## src/hw/rtl/stl_pkg.sv

```systemverilog
// Shared types and token kind codes for the stencil language tokenizer.
package stl_pkg;

    // Token kinds
    localparam logic [4:0] K_END     = 5'd0;
    localparam logic [4:0] K_SYM0    = 5'd1;
    localparam logic [4:0] K_IDENT   = 5'd14;
    localparam logic [4:0] K_INT     = 5'd15;
    localparam logic [4:0] K_FLOAT   = 5'd16;
    localparam logic [4:0] K_KW0     = 5'd17;
    localparam logic [4:0] K_UNKNOWN = 5'd28;
    localparam logic [4:0] K_NOEXP   = 5'd29;

    // One result item
    typedef struct packed {
        logic [4:0]  kind;
        logic [15:0] start_offset;
        logic [15:0] token_length;
        logic [62:0] int_value;
        logic        last_of_run;
    } stl_result_t;

    // Result queue status towards the top level
    typedef struct packed {
        logic has_data;
        logic room_two;
    } stl_fifo_stat_t;

endpackage

```

## src/hw/rtl/stl_lexer.sv

```systemverilog
// Lexer state and single-character step logic, giving up to two results.
module stl_lexer #(
    parameter int POS_WIDTH = 16
) (
    input  logic               clk,
    input  logic               rst_n,
    input  logic               step,
    input  logic [7:0]         ch,
    input  logic               end_mark,
    output stl_pkg::stl_result_t res_a,
    output stl_pkg::stl_result_t res_b,
    output logic [1:0]         res_count
);
    import stl_pkg::*;

    localparam logic [2:0] MODE_IDLE    = 3'd0;
    localparam logic [2:0] MODE_IDENT   = 3'd1;
    localparam logic [2:0] MODE_NUM     = 3'd2;
    localparam logic [2:0] MODE_EXP0    = 3'd3;
    localparam logic [2:0] MODE_EXPSIGN = 3'd4;
    localparam logic [2:0] MODE_EXPDIG  = 3'd5;
    localparam logic [2:0] MODE_ERROR   = 3'd6;

    localparam int NUM_KW = 11;
    localparam int KW_CHARS = 7;
    localparam int OFF_W = (POS_WIDTH > 16) ? POS_WIDTH : 16;
    localparam logic [62:0] INT_MAX63 = {63{1'b1}};

    // Keyword text, first character in the top byte, zero padded
    localparam logic [55:0] KW_TEXT [NUM_KW] = '{
        {"double", 8'h00}, {"field", 16'h0000}, {"float", 16'h0000},
        {"grid", 24'h000000}, {"in", 40'h0}, {"inout", 16'h0000},
        {"is", 40'h0}, {"let", 32'h0}, {"out", 32'h0},
        {"param", 16'h0000}, {"program"}
    };
    localparam logic [2:0] KW_LEN [NUM_KW] = '{
        3'd6, 3'd5, 3'd5, 3'd4, 3'd2, 3'd5, 3'd2, 3'd3, 3'd3, 3'd5, 3'd7
    };

    // Symbol decoder: 0 when the byte is no symbol
    function automatic logic [4:0] sym_kind(input logic [7:0] c);
        logic [4:0] k;
        unique case (c)
            "+":     k = K_SYM0;
            "-":     k = K_SYM0 + 5'd1;
            "*":     k = K_SYM0 + 5'd2;
            "/":     k = K_SYM0 + 5'd3;
            "$":     k = K_SYM0 + 5'd4;
            "@":     k = K_SYM0 + 5'd5;
            "=":     k = K_SYM0 + 5'd6;
            "(":     k = K_SYM0 + 5'd7;
            ")":     k = K_SYM0 + 5'd8;
            "[":     k = K_SYM0 + 5'd9;
            "]":     k = K_SYM0 + 5'd10;
            ",":     k = K_SYM0 + 5'd11;
            ":":     k = K_SYM0 + 5'd12;
            default: k = 5'd0;
        endcase
        return k;
    endfunction

    logic [2:0]           mode_reg,  mode_next;
    logic [POS_WIDTH-1:0] pos_reg,   pos_next;
    logic [POS_WIDTH-1:0] start_reg, start_next;
    logic [15:0]          len_reg,   len_next;
    logic [62:0]          acc_reg,   acc_next;
    logic                 frac_reg,  frac_next;
    logic [7:0]           kw_reg [KW_CHARS];

    logic       kw_wr_en;
    logic [2:0] kw_wr_idx;

    // Character classes
    logic       c_alpha, c_digit, c_ws, c_word;
    logic [4:0] c_sym;
    logic [3:0] c_val;
    assign c_alpha = ((ch >= "A") && (ch <= "Z")) || ((ch >= "a") && (ch <= "z"));
    assign c_digit = (ch >= "0") && (ch <= "9");
    assign c_ws    = (ch == 8'h09) || (ch == 8'h20) || (ch == 8'h0D) || (ch == 8'h0A);
    assign c_word  = c_alpha || c_digit || (ch == "_");
    assign c_sym   = sym_kind(ch);
    assign c_val   = ch[3:0];

    // Offsets carried on the low 16 bits of the position
    logic [OFF_W-1:0] pos_wide, start_wide;
    assign pos_wide   = OFF_W'(pos_reg);
    assign start_wide = OFF_W'(start_reg);

    // Saturating length increment
    logic [15:0] len_grow;
    assign len_grow = (len_reg == 16'hFFFF) ? len_reg : len_reg + 16'd1;

    // Accumulator times ten plus digit, saturating at the signed 64-bit maximum
    logic [66:0] acc_x10;
    logic [62:0] acc_step;
    assign acc_x10  = {1'b0, acc_reg, 3'b000} + {3'b000, acc_reg, 1'b0} + 67'(c_val);
    assign acc_step = (acc_x10 > {4'b0000, INT_MAX63}) ? INT_MAX63 : acc_x10[62:0];

    // Keyword match over the stored leading characters
    logic [4:0] ident_kind;
    always_comb
    begin
        logic hit;
        ident_kind = K_IDENT;
        for (int k = 0; k < NUM_KW; k++)
        begin
            hit = (len_reg == 16'(KW_LEN[k]));
            for (int j = 0; j < KW_CHARS; j++)
            begin
                if ((j < int'(KW_LEN[k])) && (kw_reg[j] != KW_TEXT[k][55 - 8*j -: 8]))
                begin
                    hit = 1'b0;
                end
            end
            if (hit && (ident_kind == K_IDENT))
            begin
                ident_kind = 5'(K_KW0 + 5'(k));
            end
        end
    end

    // Next state and results for one character or end marker
    stl_result_t ra, rb;
    logic        ra_valid, rb_valid;
    logic        start_apply;

    always_comb
    begin
        mode_next   = mode_reg;
        pos_next    = pos_reg;
        start_next  = start_reg;
        len_next    = len_reg;
        acc_next    = acc_reg;
        frac_next   = frac_reg;
        kw_wr_en    = 1'b0;
        kw_wr_idx   = 3'd0;
        ra_valid    = 1'b0;
        rb_valid    = 1'b0;
        start_apply = 1'b0;

        // Finished token so far
        ra.kind         = K_IDENT;
        ra.start_offset = start_wide[15:0];
        ra.token_length = len_reg;
        ra.int_value    = '0;
        ra.last_of_run  = 1'b0;

        // Token from the start of a new one, or the end token
        rb.kind         = (c_sym != 5'd0) ? c_sym : K_UNKNOWN;
        rb.start_offset = pos_wide[15:0];
        rb.token_length = 16'd1;
        rb.int_value    = '0;
        rb.last_of_run  = 1'b1;

        if (end_mark)
        begin
            unique case (mode_reg) inside
                MODE_IDENT:
                begin
                    ra_valid = 1'b1;
                    ra.kind  = ident_kind;
                end
                MODE_NUM, MODE_EXPDIG:
                begin
                    ra_valid     = 1'b1;
                    ra.kind      = frac_reg ? K_FLOAT : K_INT;
                    ra.int_value = frac_reg ? 63'd0 : acc_reg;
                end
                MODE_EXP0, MODE_EXPSIGN:
                begin
                    ra_valid = 1'b1;
                    ra.kind  = K_NOEXP;
                end
                default:
                begin
                end
            endcase
            rb_valid        = 1'b1;
            rb.kind         = K_END;
            rb.token_length = 16'd0;
            // back to the reset state
            mode_next  = MODE_IDLE;
            pos_next   = '0;
            start_next = '0;
            len_next   = '0;
            acc_next   = '0;
            frac_next  = 1'b0;
        end
        else
        begin
            pos_next = pos_reg + POS_WIDTH'(1);
            unique case (mode_reg) inside
                MODE_IDLE:
                begin
                    start_apply = 1'b1;
                end
                MODE_IDENT:
                begin
                    if (c_word)
                    begin
                        kw_wr_en  = (len_reg < 16'd7);
                        kw_wr_idx = len_reg[2:0];
                        len_next  = len_grow;
                    end
                    else
                    begin
                        ra_valid    = 1'b1;
                        ra.kind     = ident_kind;
                        mode_next   = MODE_IDLE;
                        start_apply = 1'b1;
                    end
                end
                MODE_NUM:
                begin
                    if (c_digit)
                    begin
                        if (!frac_reg)
                        begin
                            acc_next = acc_step;
                        end
                        len_next = len_grow;
                    end
                    else if (ch == ".")
                    begin
                        frac_next = 1'b1;
                        len_next  = len_grow;
                    end
                    else if ((ch == "e") || (ch == "E"))
                    begin
                        frac_next = 1'b1;
                        len_next  = len_grow;
                        mode_next = MODE_EXP0;
                    end
                    else
                    begin
                        ra_valid     = 1'b1;
                        ra.kind      = frac_reg ? K_FLOAT : K_INT;
                        ra.int_value = frac_reg ? 63'd0 : acc_reg;
                        mode_next    = MODE_IDLE;
                        start_apply  = 1'b1;
                    end
                end
                MODE_EXP0, MODE_EXPSIGN:
                begin
                    if (c_digit)
                    begin
                        len_next  = len_grow;
                        mode_next = MODE_EXPDIG;
                    end
                    else if ((ch == "-") && (mode_reg == MODE_EXP0))
                    begin
                        len_next  = len_grow;
                        mode_next = MODE_EXPSIGN;
                    end
                    else
                    begin
                        ra_valid  = 1'b1;
                        ra.kind   = K_NOEXP;
                        mode_next = MODE_ERROR;
                    end
                end
                MODE_EXPDIG:
                begin
                    if (c_digit)
                    begin
                        len_next = len_grow;
                    end
                    else
                    begin
                        ra_valid     = 1'b1;
                        ra.kind      = frac_reg ? K_FLOAT : K_INT;
                        ra.int_value = frac_reg ? 63'd0 : acc_reg;
                        mode_next    = MODE_IDLE;
                        start_apply  = 1'b1;
                    end
                end
                default:
                begin
                    // error: swallow everything until the end marker
                end
            endcase

            // Start of a new token at this character
            if (start_apply && !c_ws)
            begin
                if (c_sym != 5'd0)
                begin
                    rb_valid = 1'b1;
                end
                else
                begin
                    start_next = pos_reg;
                    len_next   = 16'd1;
                    if (c_alpha)
                    begin
                        mode_next = MODE_IDENT;
                        kw_wr_en  = 1'b1;
                        kw_wr_idx = 3'd0;
                    end
                    else if (c_digit)
                    begin
                        mode_next = MODE_NUM;
                        acc_next  = 63'(c_val);
                        frac_next = 1'b0;
                    end
                    else
                    begin
                        rb_valid  = 1'b1;
                        mode_next = MODE_ERROR;
                    end
                end
            end
        end
    end

    // Order the results and mark the final one
    always_comb
    begin
        res_b = rb;
        if (ra_valid)
        begin
            res_a             = ra;
            res_a.last_of_run = !rb_valid;
            res_count         = rb_valid ? 2'd2 : 2'd1;
        end
        else
        begin
            res_a     = rb;
            res_count = rb_valid ? 2'd1 : 2'd0;
        end
    end

    // State registers
    always_ff @(posedge clk or negedge rst_n)
    begin
        if (!rst_n)
        begin
            mode_reg  <= MODE_IDLE;
            pos_reg   <= '0;
            start_reg <= '0;
            len_reg   <= '0;
            acc_reg   <= '0;
            frac_reg  <= 1'b0;
        end
        else if (step)
        begin
            mode_reg  <= mode_next;
            pos_reg   <= pos_next;
            start_reg <= start_next;
            len_reg   <= len_next;
            acc_reg   <= acc_next;
            frac_reg  <= frac_next;
        end
    end

    // Leading identifier characters, written before they are read
    always_ff @(posedge clk)
    begin
        if (step && kw_wr_en)
        begin
            kw_reg[kw_wr_idx] <= ch;
        end
    end

endmodule

```

## src/hw/rtl/stl_out_fifo.sv

```systemverilog
// Three-entry result queue taking up to two results per cycle.
module stl_out_fifo (
    input  logic                   clk,
    input  logic                   rst_n,
    input  logic [1:0]             push_count,
    input  stl_pkg::stl_result_t   push_a,
    input  stl_pkg::stl_result_t   push_b,
    input  logic                   pop,
    output stl_pkg::stl_result_t   head,
    output stl_pkg::stl_fifo_stat_t stat
);
    import stl_pkg::*;

    localparam int DEPTH = 3;

    function automatic logic [1:0] ptr_inc(input logic [1:0] p);
        return (p == 2'(DEPTH - 1)) ? 2'd0 : p + 2'd1;
    endfunction

    stl_result_t slot_reg [DEPTH];
    logic [1:0]  rd_ptr_reg, rd_ptr_next;
    logic [1:0]  wr_ptr_reg, wr_ptr_next;
    logic [1:0]  count_reg,  count_next;
    logic [1:0]  wr_ptr_b;

    assign wr_ptr_b = ptr_inc(wr_ptr_reg);
    assign head     = slot_reg[rd_ptr_reg];

    // Room for two results once this cycle's transfer has left
    assign stat.has_data = (count_reg != 2'd0);
    assign stat.room_two = (count_reg <= 2'd1) || ((count_reg == 2'd2) && pop);

    // Pointer and fill count update
    always_comb
    begin
        rd_ptr_next = pop ? ptr_inc(rd_ptr_reg) : rd_ptr_reg;
        case (push_count)
            2'd1:    wr_ptr_next = wr_ptr_b;
            2'd2:    wr_ptr_next = ptr_inc(wr_ptr_b);
            default: wr_ptr_next = wr_ptr_reg;
        endcase
        count_next = count_reg + push_count - {1'b0, pop};
    end

    always_ff @(posedge clk or negedge rst_n)
    begin
        if (!rst_n)
        begin
            rd_ptr_reg <= 2'd0;
            wr_ptr_reg <= 2'd0;
            count_reg  <= 2'd0;
        end
        else
        begin
            rd_ptr_reg <= rd_ptr_next;
            wr_ptr_reg <= wr_ptr_next;
            count_reg  <= count_next;
        end
    end

    // Result storage
    always_ff @(posedge clk)
    begin
        if (push_count != 2'd0)
        begin
            slot_reg[wr_ptr_reg] <= push_a;
        end
        if (push_count == 2'd2)
        begin
            slot_reg[wr_ptr_b] <= push_b;
        end
    end

endmodule

```

## src/hw/rtl/stencil_language_tokenizer.sv

```systemverilog
// Top level of the stencil language tokenizer: input register, lexer step, result queue.
//
// Takes one source byte, or an end-of-buffer marker, per transfer and gives tokens
// (kind, start offset, length, integer value) with last_of_run on the final result of
// each input. An input is accepted in every cycle in which the input register is empty
// or its held input steps the lexer, which needs room for two results in the queue. It
// is captured in the input register, passes the combinational lexer step and lands in
// a three-entry result queue, from which results leave one per cycle while out_ready is
// high; an input that closes one token and emits another (or the end marker after an
// open token) yields two results. Identifier characters beyond the seventh are not
// stored and only count towards the length; there is no clearing pass after reset.
module stencil_language_tokenizer #(
    parameter int POS_WIDTH = 16
) (
    input  logic        clk,
    input  logic        rst_n,
    input  logic        in_valid,
    output logic        in_ready,
    input  logic [7:0]  ch,
    input  logic        end_mark,
    output logic        out_valid,
    input  logic        out_ready,
    output logic [4:0]  kind,
    output logic [15:0] start_offset,
    output logic [15:0] token_length,
    output logic [62:0] int_value,
    output logic        last_of_run
);
    import stl_pkg::*;

    logic       in_valid_reg;
    logic [7:0] ch_reg;
    logic       end_reg;
    logic       step;
    logic       pop;

    stl_result_t    res_a, res_b, head;
    logic [1:0]     res_count;
    stl_fifo_stat_t fifo_stat;

    // Step the lexer when an input is held and the queue can take two results
    assign step     = in_valid_reg && fifo_stat.room_two;
    assign in_ready = !in_valid_reg || step;
    assign pop      = fifo_stat.has_data && out_ready;

    // Input register
    always_ff @(posedge clk or negedge rst_n)
    begin
        if (!rst_n)
        begin
            in_valid_reg <= 1'b0;
        end
        else if (in_valid && in_ready)
        begin
            in_valid_reg <= 1'b1;
        end
        else if (step)
        begin
            in_valid_reg <= 1'b0;
        end
    end

    always_ff @(posedge clk)
    begin
        if (in_valid && in_ready)
        begin
            ch_reg  <= ch;
            end_reg <= end_mark;
        end
    end

    stl_lexer #(
        .POS_WIDTH (POS_WIDTH)
    ) u_lexer (
        .clk       (clk),
        .rst_n     (rst_n),
        .step      (step),
        .ch        (ch_reg),
        .end_mark  (end_reg),
        .res_a     (res_a),
        .res_b     (res_b),
        .res_count (res_count)
    );

    stl_out_fifo u_out_fifo (
        .clk        (clk),
        .rst_n      (rst_n),
        .push_count (step ? res_count : 2'd0),
        .push_a     (res_a),
        .push_b     (res_b),
        .pop        (pop),
        .head       (head),
        .stat       (fifo_stat)
    );

    assign out_valid    = fifo_stat.has_data;
    assign kind         = head.kind;
    assign start_offset = head.start_offset;
    assign token_length = head.token_length;
    assign int_value    = head.int_value;
    assign last_of_run  = head.last_of_run;

    // An end marker always closes its run with the end token
    a_end_token: assert property (@(posedge clk) disable iff (!rst_n)
        step && end_reg |-> (res_count == 2'd2 && res_b.kind == K_END && res_b.last_of_run)
                         || (res_count == 2'd1 && res_a.kind == K_END && res_a.last_of_run))
        else $error("end marker did not finish with an end token");

    // With two results only the second is marked final
    a_two_results: assert property (@(posedge clk) disable iff (!rst_n)
        res_count == 2'd2 |-> !res_a.last_of_run && res_b.last_of_run)
        else $error("wrong final marking on a pair of results");

    // The end token leaving the block is always the final result of its run
    a_end_last: assert property (@(posedge clk) disable iff (!rst_n)
        out_valid && kind == K_END |-> last_of_run)
        else $error("end token transferred without last_of_run");

    // A stepped input leaves a result queue that is never empty next cycle when it gave results
    a_queue_fill: assert property (@(posedge clk) disable iff (!rst_n)
        step && res_count != 2'd0 |=> out_valid)
        else $error("results were lost in the queue");

endmodule
```

## config.mk

```make
export PLATFORM = sky130hd
export DESIGN_NAME = stencil_language_tokenizer
export DESIGN_NICKNAME = d
export VERILOG_FILES = /design/src/hw/rtl/stl_pkg.sv /design/src/hw/rtl/stl_lexer.sv /design/src/hw/rtl/stl_out_fifo.sv /design/src/hw/rtl/stencil_language_tokenizer.sv
export SDC_FILE = /design/constraint.sdc
export NUM_CORES = 1
export LEC_CHECK = 0
export BUFFER_PORTS_ARGS = -buffer_cell sky130_fd_sc_hd__clkbuf_2
export CAP_MARGIN = 30
export CORE_UTILIZATION = 40
export CTS_CLUSTER_SIZE = 28
export DETAILED_ROUTE_END_ITERATION = 16
export SYNTH_ARGS = -nofsm -noshare
export SYNTH_HDL_FRONTEND = slang
export SYNTH_SLANG_ARGS = --single-unit
```

## constraint.sdc

```tcl
create_clock -name clk -period 7.9 [get_ports clk]
set_input_delay 0 -clock clk [delete_from_list [all_inputs] [get_ports clk]]
set_output_delay 0 -clock clk [all_outputs]
set_load 0.005 [all_outputs]
```

; After elaboration in Yosys (flattened, before gate mapping)
; Memory sizes are Yosys's and may differ from the RTL's.
; Index checks and enable logic that the tools add are counted.
; W data, S select, Z words.
[classes]
reduce_logical = 43
div = 0
n_lt_le_gt_ge = 9
mul = 0
eq_ne = 86
bitwise = 0
muxes = 171
shift = 0
add_sub_neg = 9
[op_table]
columns = cell, n
row1 = $mux W63, 16
row2 = $ne A8 B7 Y1 const B, 36
row3 = $mux W16, 15
row4 = $pmux W63 S2, 1
row5 = $mux W5, 22
row6 = $mux W101, 1
row7 = $eq A8 B6 Y1 const B, 12
row8 = $mux W1, 84
row9 = $add A66 B64 Y67, 1
row10 = $add A67 B4 Y67, 1
row11 = $gt A67 B63 Y1 const B, 1
row12 = $eq A16 B3 Y1 const B, 4
row13 = $pmux W16 S4, 1
row14 = $pmux W4 S13, 1
row15 = $eq A5 B4 Y1 const B, 10
row16 = $eq A8 B7 Y1 const B, 6
row17 = $mux W3, 16
row18 = $add A16 B1 Y16 const B, 2
row19 = $eq A16 B2 Y1 const B, 2
row20 = $eq A8 B4 Y1 const B, 3
row21 = $logic_and A1 B1 Y1, 20
row22 = $pmux W5 S4, 1
row23 = $eq A16 B16 Y1 const B, 1
row24 = $ge A8 B7 Y1 const B, 2
row25 = other kinds (27), 59
[word_totals]
reg_bits = 131
ramBits = 359
latch_bits = 0
mem_count = 2
rom_bits = 0
input_bits = 13
out_inout_bits = 103
[memory_table]
columns = memory, words, word_bits, rd, rd_clocked_by_memory_dff, write_ports, line_no
row1 = u_out_fifo.slot_reg, 3, 101, 1, 0, 2, stl_out_fifo.sv:20  ; stl_result_t slot_reg [DEPTH];
row2 = u_lexer.kw_reg, 7, 8, 7, 0, 1, stl_lexer.sv:68  ; logic [7:0] kw_reg [KW_CHARS];

; Logic depth before layout (Yosys ltp)
; Gate-level depths: netlist (run 1).
; An unclocked memory read counts as a cell.
[logic_depth]
word_depth = 43
mapped_depth = 21
mapped_depth_nobuf = 16

; Modules after synthesis
; A second synthesis (run 1) with hierarchy kept.
[hier_totals]
hier_cells = 2746
hier_area_um2 = 30107.6
[by_module_without_submodules]
columns = module, seq_area_each_um2, cells_per_inst, instances, area_per_inst_um2
row1 = stl_out_fifo, 9248.9, 1016, 1, 15265.9
row2 = stl_lexer, 4559.4, 1713, 1, 14492.6
row3 = stencil_language_tokenizer, 295.3, 17, 1, 349.1

; Worst setup path before layout (run 1)
; Ideal clock, no wire load.
[synth_timing]
path_kind = flip-flop to flip-flop
from = reg ch_reg[3]
to = mem u_out_fifo.slot_reg[0][100] in the netlist's numbering (enable)
path_stages_with_launch = 19
setup_time_ps = 411
synth_period_minus_slack_ps = 4942
required_time_ps = 7489
n_path_buf = 6
arrival_time_ps = 4531
setup_slack_ps = 2958
cell_sequence = edfxtp_1 -> or4_1 -> a21oi_2 -> o311ai_1 -> o31ai_2 -> o31ai_1 -> a211oi_1 -> buf_2 -> buf_2 -> buf_2 -> ha_1 -> nand2_1 -> ha_1 -> inv_1 -> nand2_1 -> clkbuf_1 -> buf_1 -> buf_1 -> nand2_1
[synth_lines]
columns = element, line_no
row1 = from (decl), stencil_language_tokenizer.sv:32  ; logic [7:0] ch_reg;
row2 = from (signal assigned), stencil_language_tokenizer.sv:67  ; ch_reg <= ch;
row3 = to (decl), stl_out_fifo.sv:20

; Final worst setup path (run 1)
[layout_timing]
from = reg ch_reg[3]
to = reg u_lexer.acc_reg[61]
[layout_via]
elab_chain_cells = 11
elab_cells_between_ends = 59
cone_classes = 1 x add/sub / 7 x order compare / 21 x eq/ne / 17 x mux / 13 x reduce/logical
[layout_rtl]
columns = element, line_no
row1 = "$add A67 B4 Y67, or another cell as far along", stl_lexer.sv:96  ; assign acc_x10 = {1'b0, acc_reg, 3'b000} + {3'b000, acc_reg, 1'b0} + 67'(c_val);
row2 = $gt A67 B63 Y1 or $logic_and A1 B1 Y1 (tied branches), "stl_lexer.sv:97, stl_lexer.sv:77"
row3 = $mux W63 or $logic_or A1 B1 Y1 (tied branches), "stl_lexer.sv:97, stl_lexer.sv:77"
row4 = $mux W63 or $logic_or A1 B1 Y1 (tied branches), "stl_lexer.sv:217, stl_lexer.sv:80"
row5 = $mux W63 or $logic_or A1 B1 Y1 (tied branches), "stl_lexer.sv:215, stl_lexer.sv:80"
row6 = $mux W63 or $mux W1 (tied branches), "stl_lexer.sv:192, stl_lexer.sv:199"
row7 = $mux W63 or $pmux W1 S4 (tied branches), "stl_lexer.sv:300, stl_lexer.sv:192"
row8 = $mux W63 or $mux W1 (tied branches), "stl_lexer.sv:294, stl_lexer.sv:155"
row9 = $mux W63 or $logic_and A1 B1 Y1 (tied branches), "stl_lexer.sv:286, stl_lexer.sv:284"
row10 = $mux W63 *, stl_lexer.sv:284  ; if (start_apply && !c_ws)
row11 = $mux W63 *, stl_lexer.sv:155  ; if (end_mark)
row12 = to (signal assigned), stl_lexer.sv:351  ; acc_reg <= acc_next;
row13 = to (decl), stl_lexer.sv:66  ; logic [62:0] acc_reg, acc_next;
; Mark *: on every way between the ends. The rest lies on a longest branch, timed or not. The select of a mux whose other input is x is not followed.
; A chain may end at the register's enable or synchronous reset.

==> flow_summary.yaml, run 1 <==
floorplanning:
  die_h_um: 257
  coreArea_sq_mm: 0.0645
  ios: 116
  rows: 93
  initial_core_util: 0.405
  fp.dieArea_sq_mm: 0.0663
  die_w_um: 257
timing:
  setup_viol: 0
  rsz0062_at_grt: "no"
  worst_pin_slew_ns: 0.981
  min_period_ns: 5.34
  slew_viol_final: 0
  skew_ns: 0.0239
  setup_tns_ns: 0
  hold_violations: 0
  final.period_utilization: 0.676
  hold_ws_ns: 0.0508
  max_freq_ghz: 0.187
  relSlewSlack: 0.346
hold_path:
  worstHoldPathType: "in2async"
finish:
  layout_common_cells: "nand2_1, o21ai_0, dfxtp_1"
  fillers: 6174
  nets: 3095
  final_common_cell: "nand2_1"
  n_antenna_cell: 0
  synthToLayoutAreaGrowth_pct: 12.3
  largest_reg_flops: 303
  drive_above_1_share: 0.0953
synth:
  synth_ff_type: "dfxtp_1"
  ys_top_cells_by_area: "dfxtp_1, edfxtp_1, dfrtp_1, o21ai_0, nand2_1"
  synth-xor-area-share: 0.0238
  synth_warnings: 0
  synth_nets: 3078
  syn_inst: 2928
  synth_mux_area_frac: 0.0419
  ys_ff_latch: 490
  syn_area_sq_mm: 0.0261
  synth_cell_types: 100
  avgSynthCellArea_sq_um: 8.92
  synth_edf_count: 131
  ys_seq_area_frac: 0.449
  synth-compound-area-share: 0.201
  synth_top_cell_by_area: "dfxtp_1"
  async_flop_share: 0.249
  synth_fa_ha_area_frac: 0.0662
  synth_top_family_by_area: "compound AO/OA/AOI/OAI gates"
  synth-simple-area-share: 0.181
  yosysTopAreaCellShare: 0.182
power:
  p_per_area_mw_per_mm2: 288
  ir_worst_vdd_uv: 270
  p_leak_nw: 12.0
  internal_power_mw: 5.16
  sw_frac_of_total: 0.389
  clkPwrFrac: 0.302
  pwr-share-comb: 0.320
  p_sw_mw: 3.29
  pwr-share-seq: 0.377
  power_mw: 8.46
detailed_routing:
  wire_per_inst_um: 19.4
  ant_nets: 0
  routed_wl_mm: 74.8
  drcViolationCount: 0
  vias_per_cell: 5.79
  first_pass_iters: 5
  first_iter_violations: 1680
  vias: 22256
clock_tree:
  root_buffer: "clkbuf_16"
  cts_tree: "built"
  cts.sinks: 490
  clkSlewWorstSetupHoldPaths_ns: 0.06
  clk_path_buf_depth: 3
  cts_buffers: 54
  post_cts_buffers: 0
  insertion_delay_ns: 0.61
  htreeDepth: 2
critical_path:
  arrival_ns: 5.83
  timing.rr.end: "u_lexer.acc_reg[61]"
  worst-setup-path-type: "reg2reg"
  crit_fanout: 33
  endpoint_kind: "flip-flop"
  rr_worst_depth: 13
  r2r-start: "ch_reg[3]"
  start_kind: "flip-flop"
  required_ns: 8.38
  reg2reg_slack_ns: 2.56
global_route:
  grt_usage: 0.221
  grt_pass1_wl_mm: 119
  antenna_found_initial: 0
  met1_usage: 0.303
  grt_pass1_vias: 21304
  grt_max_degree: 91
  use_met3: 0.0289
  grt-ovfl-total: 0
  gr-usage-met2: 0.367
  grt-busiest-layer: "met2"
status:
  status: "complete, no violations"
placed_design:
  place_congestion: 0.910
  dp_hpwl_mm: 50.3
  port_buffers: 115
job:
  drv_cap: 0
## per-stage QoR
step	utilization	worst slack (ns)	instances	area, sq um
floorplan	-	2.96	2928	26100
global placement	0.421	2.44	3722	27200
detailed placement	0.424	2.36	3729	27300
CTS	0.454	2.35	3844	29300
global route	0.455	2.18	3846	29300
finish	0.455	2.56	3846	29300
## how the worst max path moves through the flow
stage	cells after the start	start	end	slack [ns]
after floorplan	18	ch_reg[3]	u_out_fifo.slot_reg[0][100]	2.96
final	13	ch_reg[3]	u_lexer.acc_reg[61]	2.56
after detailed placement	12	ch_reg[3]	u_out_fifo.slot_reg[1][84]	2.36
after global routing	13	ch_reg[3]	u_lexer.acc_reg[61]	2.18
after global placement	12	ch_reg[3]	u_out_fifo.slot_reg[1][91]	2.44
after CTS	12	ch_reg[3]	u_out_fifo.slot_reg[1][84]	2.35
## critical path: stages, from the launching register on
cell and delay [ns]:
edfxtp_1 0.93, fa_1 0.56, ha_1 0.34, a211oi_1 0.28
o211ai_1 0.19, a31oi_1 0.44, o211a_1 0.29, nor4_2 0.07
a211oi_1 0.28, mux2i_1 0.28, nand4_2 0.60, buf_4 0.50
nor3_1 0.28, a31oi_1 0.15
## metal layers
| metal | routed length (um) | vias up |
|---|---|---|
| li1 | - | 10646 |
| met1 | 34500 | 10924 |
| met2 | 35100 | 590 |
| met3 | 3740 | 96 |
| met4 | 1510 | 0 |
| met5 | 0 | - |
## power by group through the flow
stage          Sequential (mW)  Combinational (mW)  Clock (mW)
5_1_grt                   3.22                2.93        2.71
3_5_place_dp              3.24                2.69           0
2_1_floorplan             3.06                1.81           0
3_3_place_gp              3.23                2.57           0
6_report                  3.19                2.71        2.56
4_1_cts                   3.19                2.71        2.61
## what timing repair did
action                                 in CTS  in global routing
endpoints found under the hold margin      95                  0
hold buffers                               13                  0
resized for setup                           0                  0
## final cells by class
class | instances | area [sq um] | area share
multi-input combinational | 2204 | 13500 | 0.459
sequential | 490 | 11700 | 0.400
clock buffer | 85 | 1690 | 0.0577
timing repair buffer | 161 | 1070 | 0.0366
tap | 855 | 1070 | 0.0365
clock inverter | 17 | 146 | 0.00499
inverter | 34 | 128 | 0.00435
## cells by family (layout without fill, tap and decap cells)
| family | after synthesis | after routing |
|---|---|---|
| AO/OA/AOI/OAI | 856 | 856 |
| XOR/XNOR | 71 | 71 |
| adder cells (fa/ha/maj) | 137 | 137 |
| buffers and inverters | 234 | 297 |
| flip-flops | 490 | 490 |
| multiplexers | 109 | 109 |
| AND/OR/NAND/NOR | 1031 | 1031 |
## synth_stat cells (all sizes together) (5+ instances only)
cell	count
or2	6
a31oi	16
edfxtp	131
o31ai	8
nand3b	7
nor2	100
nand3	142
dfxtp	237
nand4	25
dfrtp	122
and2	23
inv	34
nor4	18
a32o	28
a22oi	13
clkbuf	159
a211oi	14
o211a	5
a2111oi	5
a21oi	119
ha	135
or3	18
nand2	559
a21boi	5
and3	24
o21a	13
nand2b	17
o211ai	16
or4	6
xor2	31
nor2b	10
a21o	19
and4	6
o21ai	458
nor3	44
a22o	68
o21bai	10
o22ai	19
mux2i	107
buf	41
xnor2	40
No activity file was read; power rests on OpenSTA's default activity.
==> inputs of run 2 (changes only) <==
==> constraint.sdc (replaced) <==
create_clock -name clk -period 4.6 [get_ports clk]
set_input_delay 0 -clock clk [delete_from_list [all_inputs] [get_ports clk]]
set_output_delay 0 -clock clk [all_outputs]
set_load 0.005 [all_outputs]
==> run 2 against run 1 <==
Effect of this change:
- count of clock-buffer cells in the layout is 13 lower
- die area is the same
- clock power is 64% higher
- design area is 0.49% higher
- the flow now finishes with violations (hold timing)
- total power grew 70%
- highest routed layer unchanged
- combinational power rose by 76%
- largest cell class unchanged
- global-route usage grew 0.54 points
- sequential power increased by 70%
- utilization up 0.22 points
- setup slack lost 2.2 ns
==> flow_summary.yaml, run 2 (synthesis results as in run 1) <==
status:
  status: "finished, violations left"
  violations: "hold timing"
detailed_routing:
  first_iter_violations: 1636
  routed_wl_mm: 75.9
  vias: 22431
  vias_per_cell: 5.79
  wire_per_inst_um: 19.6
  first_pass_iters: 5
  drcViolationCount: 0
  ant_nets: 0
finish:
  largest_reg_flops: 303
  nets: 3127
  seqCellArea_sq_mm: 0.0117
  final_common_cell: "nand2_1"
  drive_above_1_share: 0.106
  layout_common_cells: "nand2_1, o21ai_0, dfxtp_1"
  fin_cells: 3876
  fillers: 6225
  synthToLayoutAreaGrowth_pct: 12.9
  multi_input_area_sq_mm: 0.0135
  n_antenna_cell: 0
critical_path:
  endpoint_kind: "flip-flop"
  worst-setup-path-type: "reg2reg"
  reg2reg_slack_ns: 0.37
  arrival_ns: 4.77
  r2r-start: "ch_reg[3]"
  slowest_stage: "fa_1"
  cpPeakStageDelay_ns: 0.60
  required_ns: 5.13
  rr_worst_depth: 14
  cpMostUsedCell: "fa_1"
  cp_top_family: "compound AO/OA/AOI/OAI gates"
  critPathBufInv: 2
  start_kind: "flip-flop"
  cp_cell_sequence: "fa_1 > inv_1 > fa_1 > nor2b_1 > o211ai_1 > a2111oi_2 > o311ai_1 > a31oi_2 > nor3_1 > a311o_1 > nand4_2 > buf_4 > o21ba_2 > o21ai_1"
  timing.rr.end: "u_lexer.acc_reg[6]"
  crit_fanout: 41
job:
  drv_cap: 0
clock_tree:
  cts.sinks: 490
  insertion_delay_ns: 0.64
  root_buffer: "clkbuf_16"
  clk_path_buf_depth: 3
  htreeDepth: 2
  cts_buffers: 54
  cts_repair_resize_count: 0
  clkSlewWorstSetupHoldPaths_ns: 0.06
  cts_tree: "built"
floorplanning:
  die_h_um: 257
  die_w_um: 257
  ios: 116
  rows: 93
  initial_core_util: 0.405
  coreArea_sq_mm: 0.0645
  fp.dieArea_sq_mm: 0.0663
timing:
  hold_ws_ns: -0.0434
  rsz0062_at_grt: "no"
  max_freq_ghz: 0.236
  hold_violations: 11
  setup_tns_ns: 0
  relSlewSlack: 0.381
  setup_viol: 0
  min_period_ns: 4.23
  final.period_utilization: 0.920
  skew_ns: 0.0282
  slew_viol_final: 0
  worst_pin_slew_ns: 0.921
global_route:
  grt_max_degree: 94
  antenna_found_initial: 1
  grt_pass1_vias: 22010
  grt-ovfl-total: 0
  grt_usage: 0.226
  grt_pass1_wl_mm: 121
power:
  p_per_area_mw_per_mm2: 489
  power_mw: 14.4
  ir_worst_vdd_uv: 519
  p_leak_nw: 12.1
hold_path:
  worstHoldPathType: "in2async"
placed_design:
  dp_hpwl_mm: 51.7
  port_buffers: 115
  dp.cells: 3759
  place_congestion: 0.919
==> run 2: cell types whose count changed in the layout (fill, tap and decap cells not counted), sizes merged <==
| cell | previous run | this run |
|---|---|---|
| clkbuf | 199 | 186 |
| inv | 38 | 33 |
| clkinv | 8 | 21 |
| buf | 34 | 67 |
| clkinvlp | 4 | 8 |
| dlygate4sd3 | 13 | 12 |
| bufinv | 1 | 0 |
==> run 2: worst reg2reg max path, cell delays in order (launching register included) <==
cell       delay, ns
edfxtp_1        0.47
fa_1            0.61
inv_1           0.07
fa_1            0.45
nor2b_1         0.18
o211ai_1        0.16
a2111oi_2       0.38
o311ai_1        0.25
a31oi_2         0.39
nor3_1          0.10
a311o_1         0.29
nand4_2         0.10
buf_4           0.38
o21ba_2         0.23
o21ai_1         0.11
==> run 2: area by class of cell <==
type                            count  area share
Timing Repair Buffer              193      0.0439
Sequential cell                   490       0.398
Clock buffer                       72      0.0523
Tap cell                          855      0.0363
Inverter                           34     0.00459
Clock inverter                     28     0.00692
Multi-Input combinational cell   2204       0.457
==> run 2: timing repair <==
action / CTS / global route
endpoints found under the setup margin: 0 / 11
hold buffers: 12 / 0
setup buffers: 0 / 5
endpoints found under the hold margin: 104 / 0
==> run 2: report_power, final <==
part	total (mW)	internal, mW	switching, mW
Clock	4.20	2.37	1.84
Sequential	5.43	4.99	0.446
Combinational	4.76	1.33	3.43
Total	14.4	8.69	5.71
==> run 2: metal layers <==
layer	track usage	routed length, um	part of all wire	vias to the layer above
met3	0.0343	4120	0.054	132
met4	0.0784	2110	0.028	0
li1	-	-	-	10711
met5	0	0	0	-
met2	0.361	34800	0.46	645
met1	0.311	34800	0.46	10943
==> run 2: worst max-delay path by stage <==
stage,from,cells after the start,end
after CTS,ch_reg[3],14,u_lexer.acc_reg[6]
after detailed placement,ch_reg[3],14,u_lexer.acc_reg[6]
final,ch_reg[3],14,u_lexer.acc_reg[6]
after floorplan,ch_reg[3],18,u_out_fifo.slot_reg[1][100]
after global placement,ch_reg[3],14,u_lexer.acc_reg[6]
after global routing,ch_reg[3],14,u_lexer.acc_reg[6]
==> run 2: stage by stage <==
stage                     utilization  instance area (sq um)  setup WS, ns
after CTS                       0.456                  29400         0.305
after detailed placement        0.427                  27600         0.325
after global routing            0.457                  29500        0.0729
after global placement          0.427                  27500         0.424
after floorplan                     -                  26100        0.0304
final                           0.457                  29500         0.367
